`src/rtl/ppa_pkg.sv`:
```
// Shared constants, codes and types of the progressive pixel accumulator.
package ppa_pkg;

  // Store geometry
  localparam int MAX_WIDTH   = 256;
  localparam int MAX_HEIGHT  = 256;
  localparam int STORE_DEPTH = MAX_WIDTH * MAX_HEIGHT;
  localparam int ADDR_W      = $clog2(STORE_DEPTH);

  // Field and register widths
  localparam int POS_W     = 8;
  localparam int SAMPLE_W  = 16;
  localparam int SUM_W     = 32;
  localparam int CNT_W     = 16;
  localparam int DIM_W     = 9;
  localparam int IDX_W     = 16;
  localparam int BYTE_W    = 8;
  localparam int CFG_IDX_W = 2;
  localparam int CFG_DAT_W = 16;
  localparam int NUM_CH    = 3;
  localparam int CH_W      = 2;

  // Divider sizing: C = count * 2^FRAC_BITS, numerator up to 510*S + C
  localparam int FRAC_BITS = 12;
  localparam int C_W       = CNT_W + FRAC_BITS;
  localparam int DEN_W     = C_W + 1;
  localparam int NUM_W     = C_W + 10;
  localparam int QUO_W     = BYTE_W;
  localparam int STEP_W    = $clog2(QUO_W);

  // Operation codes
  localparam logic [1:0] OP_ACC   = 2'd0;
  localparam logic [1:0] OP_SET   = 2'd1;
  localparam logic [1:0] OP_CLEAR = 2'd2;

  // Configuration register indexes
  localparam logic [CFG_IDX_W-1:0] CFG_SAMPLE_COUNT = 2'd0;
  localparam logic [CFG_IDX_W-1:0] CFG_WIDTH        = 2'd1;
  localparam logic [CFG_IDX_W-1:0] CFG_HEIGHT       = 2'd2;

  // Byte saturation value
  localparam logic [BYTE_W-1:0] BYTE_MAX = 8'hFF;

  // Divider request and response
  typedef struct packed {
    logic             start;
    logic [NUM_W-1:0] num;
    logic [DEN_W-1:0] den;
  } div_req_t;

  typedef struct packed {
    logic             done;
    logic [QUO_W-1:0] quo;
  } div_rsp_t;

endpackage

```
`src/rtl/ppa_div.sv`:
```
// Restoring divider that produces one quotient bit per cycle.
module ppa_div (
  input  logic              clk,
  input  logic              rst_n,
  input  ppa_pkg::div_req_t req,
  output ppa_pkg::div_rsp_t rsp
);

  logic                       busy_r;
  logic                       done_r;
  logic [ppa_pkg::STEP_W-1:0] step_r;
  logic [ppa_pkg::NUM_W-1:0]  rem_r;
  logic [ppa_pkg::NUM_W-1:0]  dsh_r;
  logic [ppa_pkg::QUO_W-1:0]  quo_r;
  logic                       fits;
  logic                       last_step;

  // Compare the remainder with the shifted divisor
  assign fits      = (rem_r >= dsh_r);
  assign last_step = (step_r == (ppa_pkg::STEP_W)'(ppa_pkg::QUO_W - 1));

  // Control: run QUO_W steps after start, pulse done after the last
  always_ff @(posedge clk) begin
    if (!rst_n) begin
      busy_r <= 1'b0;
      done_r <= 1'b0;
      step_r <= '0;
    end else begin
      done_r <= busy_r && !req.start && last_step;
      if (req.start) begin
        busy_r <= 1'b1;
        step_r <= '0;
      end else if (busy_r) begin
        step_r <= step_r + 1'b1;
        if (last_step) begin
          busy_r <= 1'b0;
        end
      end
    end
  end

  // Datapath: subtract when the divisor fits, shift in the quotient bit
  always_ff @(posedge clk) begin
    if (req.start) begin
      rem_r <= req.num;
      dsh_r <= (ppa_pkg::NUM_W)'(req.den) << (ppa_pkg::QUO_W - 1);
      quo_r <= '0;
    end else if (busy_r) begin
      rem_r <= fits ? (rem_r - dsh_r) : rem_r;
      dsh_r <= dsh_r >> 1;
      quo_r <= {quo_r[ppa_pkg::QUO_W-2:0], fits};
    end
  end

  assign rsp.done = done_r;
  assign rsp.quo  = quo_r;

endmodule

```
`config.mk`:
```
export PLATFORM = sky130hd
export DESIGN_NAME = ppa_div
export DESIGN_NICKNAME = d
export VERILOG_FILES = /design/src/rtl/ppa_pkg.sv /design/src/rtl/ppa_div.sv
export SDC_FILE = /design/constraint.sdc
export NUM_CORES = 1
export LEC_CHECK = 0
export BUFFER_PORTS_ARGS = -buffer_cell sky130_fd_sc_hd__buf_2
export CORE_ASPECT_RATIO = 1.25
export CORE_MARGIN = 8
export CORE_UTILIZATION = 35
export DETAILED_ROUTE_END_ITERATION = 10
export PLACE_DENSITY = 0.49
export SLEW_MARGIN = 20
export SYNTH_ARGS = -nofsm -noshare
export SYNTH_HDL_FRONTEND = slang
export SYNTH_SLANG_ARGS = --single-unit
```
`constraint.sdc`:
```
create_clock -name clk -period 6.1 [get_ports clk]
set_input_delay 0.305 -clock clk [delete_from_list [all_inputs] [get_ports clk]]
set_output_delay 0.305 -clock clk [all_outputs]
set_load 0.005 [all_outputs]
```
Yosys cells after proc, flatten, opt, wreduce, memory -nomap -nowiden
Cells that the tools add are included.
Widths: inputs -> output; s select.

storage, ports and cells
  input bits = 70
  logic and storage cells = 27
  register bits after elaboration = 87
  output and inout port bits = 9

operators by class
  magnitude comparators = 1
  muxes and demuxes = 8
  add/sub/neg operators = 2
  equality and inequality tests = 1
  bitwise operators = 1
  reductions and logical operators = 7

operator list
  kind                 count
  $mux 38              3
  $mux 36              2
  $ge 38x36->1         1
  $sub 38x36->38       1
  $reduce_bool 2->1    2
  $add 3x1->3 const B  1
  $eq 3x3->1 const B   1
  $mux 1               3
  $logic_and 1x1->1    2
  $reduce_and 2->1     1
  $reduce_or 2->1      1
  $logic_not 1->1      1
  $not 1->1            1

Longest topological paths before layout
  depth in word-level cells = 4
  gate-level depth with buffers = 10
  depth with buffers taken out = 10

Least setup slack after synthesis
Ideal clock, no wire load.

  kind = reg2reg
  start point = register rem_r[0] (netlist name)
  end point = register rem_r[0] (netlist name) (enable)
  path buffers = 0
  stages on the path, launching flop included = 11
  setup time = 394 ps
  arrival time = 2762 ps
  period minus slack after synthesis = 3156 ps
  path slack = 2944 ps
  cells stage by stage = edfxtp_1 -> inv_1 -> ha_1 -> fa_1 -> nor2b_1 -> o21bai_1 -> a211oi_1 -> o31a_1 -> nand3_1 -> nand4_1 -> a21o_1

between the ends
  longest elaborated chain between the ends = 3

RTL lines
  what                                RTL line       source
  start: declaration                  ppa_div.sv:12  logic [ppa_pkg::NUM_W-1:0] rem_r;
  start signal: assignment            ppa_div.sv:45  rem_r <= req.num;
  start signal: assignment            ppa_div.sv:49  rem_r <= fits ? (rem_r - dsh_r) : rem_r;
  $ge 38x36->1                        ppa_div.sv:19  assign fits = (rem_r >= dsh_r);
  $reduce_bool 2->1 (no source line)  n/a
  $reduce_and 2->1 (no source line)   n/a

No other way between the ends.
A chain may end at the register's enable or synchronous reset.

Worst setup path in the final report
  start point = register rem_r[0] (netlist name)
  end point = register rem_r[24] (netlist name) (enable)

The elaborated chain is that of the path after synthesis.

==> flow_summary.yaml <==
outcome:
  status: "complete, no violations"
setup_path:
  crit_fanout: 20
  cp.depth: 11
  max_stage_delay_ns: 0.66
  timing.rr.start: "rem_r[0]"
  worst-path-buf-inv: 2
  reg2reg_slack_ns: 2.47
  path_cells: "inv_1 -> ha_1 -> fa_1 -> nor2b_1 -> o21bai_1 -> a211oi_1 -> o31a_1 -> nand3_1 -> nand4_1 -> a21o_1 -> buf_4"
  path_delay_family: "compound AO/OA/AOI/OAI gates"
  r2r-end: "rem_r[24]"
  reg2reg_depth: 11
  endpoint: "rem_r[24]"
  worst_ep_required_time_ns: 6.12
  cp_data_arrival_time_ns: 3.66
  cpMaxStageDelayCell: "a21o_1"
  startpoint: "rem_r[0]"
  critical_path_class: "reg -> reg"
  cp-end-kind: "flop"
  cp-start-kind: "flop"
place:
  routabilityCongestion: 0.831
  dp_hpwl_um: 12100
  dpl.cell_count: 934
  place_ws_ns: 2.40
  numPortBuffers: 78
power:
  p_per_area_nw_per_um2: 374
  p_leak_uw: 0.00285
  peakVddDrop_v: 0.000129
timing:
  fmax_mhz: 275
  worst_slack_ns: 2.47
  skew_ns: 0.00749
  rsz0062_at_grt: "no"
  fin_crit_sh_pct: 59.6
  finalCriticalPeriod_ns: 3.63
  fin_tns_setup_ns: 0
  worstMarginPinSlew_ns: 0.810
  hold_viol: 0
  drv_slew: 0
  finalSetupViolations: 0
  slew_headroom_pct: 46.0
synth:
  yosysWarnings: 0
  synth_fp_nets: 785
  synth.distinct_cells: 60
  ys.flop_type: "edfxtp_1"
  synth_seq_area_share_pct: 40.1
  avgSynthCellArea_um2: 8.90
  netlist_area_um2: 6020
  netlist_instances: 676
  ys_seq_elements: 87
  synth-edff-count: 67
  synthArstFlopShare_pct: 0
clock_network:
  postCtsResizedCells: 0
  numCtsBuffers: 9
  ctsHoldBuffers: 0
  cts_setup_buffers: 0
  insertion_delay_ns: 0.35
  clock_sinks: 87
  htree_levels: 3
  cts_buffer_depth: 2
  ctsRootBufferMaster: "clkbuf_16"
  path_clk_slew_ns: 0.06
  cts_tree: "done"
layout:
  fillers: 1745
  fin_nets: 834
  final_cell_mix: "nand2_1 (97), buf_2 (77), edfxtp_1 (67)"
  stdcell_count: 950
  n_antenna_cell: 0
  drive_gt1_share_pct: 15.1
  finish.utilization_pct: 40.8
  seq_area_um2: 2410
  multi_input_area_um2: 3260
  layout_commonest_cell: "nand2_1"
  area_growth_pct: 14.2
floorplan:
  ioPinCount: 79
  die_y_um: 163
  rows: 53
  die_w_um: 133
  die-area_um2: 21700
  coreArea_um2: 16800
  initial_utilization_pct: 35.7
drt:
  vias: 5101
  remaining_drc_errors: 0
  wl_per_cell_um: 16.9
  drtIter0Drc: 252
  drt.antenna.violating_nets: 0
  finalWirelength_um: 16100
  vias_per_cell: 5.37
  drtPass1Iterations: 5
run:
  drv_cap: 0
global_routing:
  globalRouteOverflowTotal: 0
  grt_pass1_wl_um: 26200
  grt_pass1_vias: 5144
  antenna_found_initial: 2
  groute.usage.overall_pct: 15.0
  grt_max_degree: 76
min_path:
  min_path_type: "in -> reg"
==> per-stage QoR <==
| step | total power, µW | hold WS (ns) | instance area (µm²) |
|---|---|---|---|
| floorplan | 1680 | 0.459 | 6020 |
| global placement | 1960 | 0.477 | 6550 |
| detailed placement | 1970 | 0.488 | 6550 |
| CTS | 2590 | 0.199 | 6870 |
| global route | 2760 | 0.213 | 6870 |
| finish | 2570 | 0.213 | 6870 |
==> worst min path at each step <==
| stage | from | to | slack [ns] | depth (start not counted) |
|---|---|---|---|---|
| floorplan | rst_n | busy_r | 0.46 | 1 |
| global placement | quo_r[7] | quo_r[7] | 0.48 | 2 |
| detailed placement | quo_r[7] | quo_r[7] | 0.49 | 2 |
| CTS | rst_n | busy_r | 0.20 | 2 |
| global route | rst_n | busy_r | 0.21 | 2 |
| finish | rst_n | busy_r | 0.21 | 2 |
==> final cells by class <==
| type | instances | area share, % |
|---|---|---|
| inverters | 44 | 2.40 |
| clock inverters | 5 | 1.18 |
| repair buffers | 83 | 6.26 |
| well taps | 220 | 4.01 |
| multi-input cells | 500 | 47.5 |
| flip-flops and latches | 87 | 35.1 |
| clock buffers | 11 | 3.53 |
==> metal layers <==
layer,track usage (%),vias up,share of wire (%)
met5,0,-,0.16
met3,3.61,23,4.0
li1,-,2560,-
met2,25.3,102,48
met1,18.2,2412,46
met4,5.42,4,1.9
==> report_power, final <==
| group | switching, µW | internal, µW | total [µW] | leakage (µW) |
|---|---|---|---|---|
| Clock | 237 | 370 | 607 | 0.000157 |
| Sequential | 35.2 | 772 | 808 | 0.000852 |
| Combinational | 696 | 456 | 1150 | 0.00184 |
| Total | 968 | 1600 | 2570 | 0.00285 |
==> sequential cells by signal (all words and copies together), names as in the netlist <==
name    count
busy_r      1
done_r      1
dsh_r      36
quo_r       8
rem_r      38
step_r      3
==> cells in the mapped netlist (all sizes together), types with 3 or more instances <==
| cell | count | area share [%] |
|---|---|---|
| or2 | 4 | 0.42 |
| edfxtp | 67 | 33 |
| nand3 | 9 | 0.75 |
| clkbuf | 36 | 2.2 |
| a211oi | 4 | 0.50 |
| a21o | 16 | 2.0 |
| or3 | 4 | 0.42 |
| mux2 | 3 | 0.56 |
| inv | 44 | 2.7 |
| dfxtp | 20 | 6.7 |
| buf | 9 | 0.64 |
| nand4 | 17 | 1.8 |
| o2111ai | 3 | 0.44 |
| nor3 | 9 | 0.83 |
| mux2i | 24 | 4.0 |
| o31ai | 36 | 4.5 |
| a21oi | 38 | 3.2 |
| and2 | 5 | 0.52 |
| a21boi | 3 | 0.37 |
| ha | 38 | 7.9 |
| nand2 | 97 | 6.1 |
| nand2b | 5 | 0.52 |
| nor2 | 49 | 3.1 |
| o21a | 12 | 1.5 |
| o22ai | 6 | 0.62 |
| and3 | 7 | 0.81 |
| xnor2 | 15 | 2.2 |
| nor4 | 3 | 0.31 |
| o21ai | 46 | 3.8 |
| xor2 | 9 | 1.3 |
| o21bai | 6 | 0.75 |
==> kinds of logic (layout without fill, tap and decap cells) <==
family,count (synthesis),after routing,share of synthesized area [%]
compound gates,193,193,21.1
xor+xnor,24,24,3.49
fa+ha+maj,39,39,8.24
buf+inv,89,143,5.64
flops,87,87,40.1
mux,27,27,4.55
simple gates,217,217,16.9
Note: power is estimated with default switching activity, not from simulation.
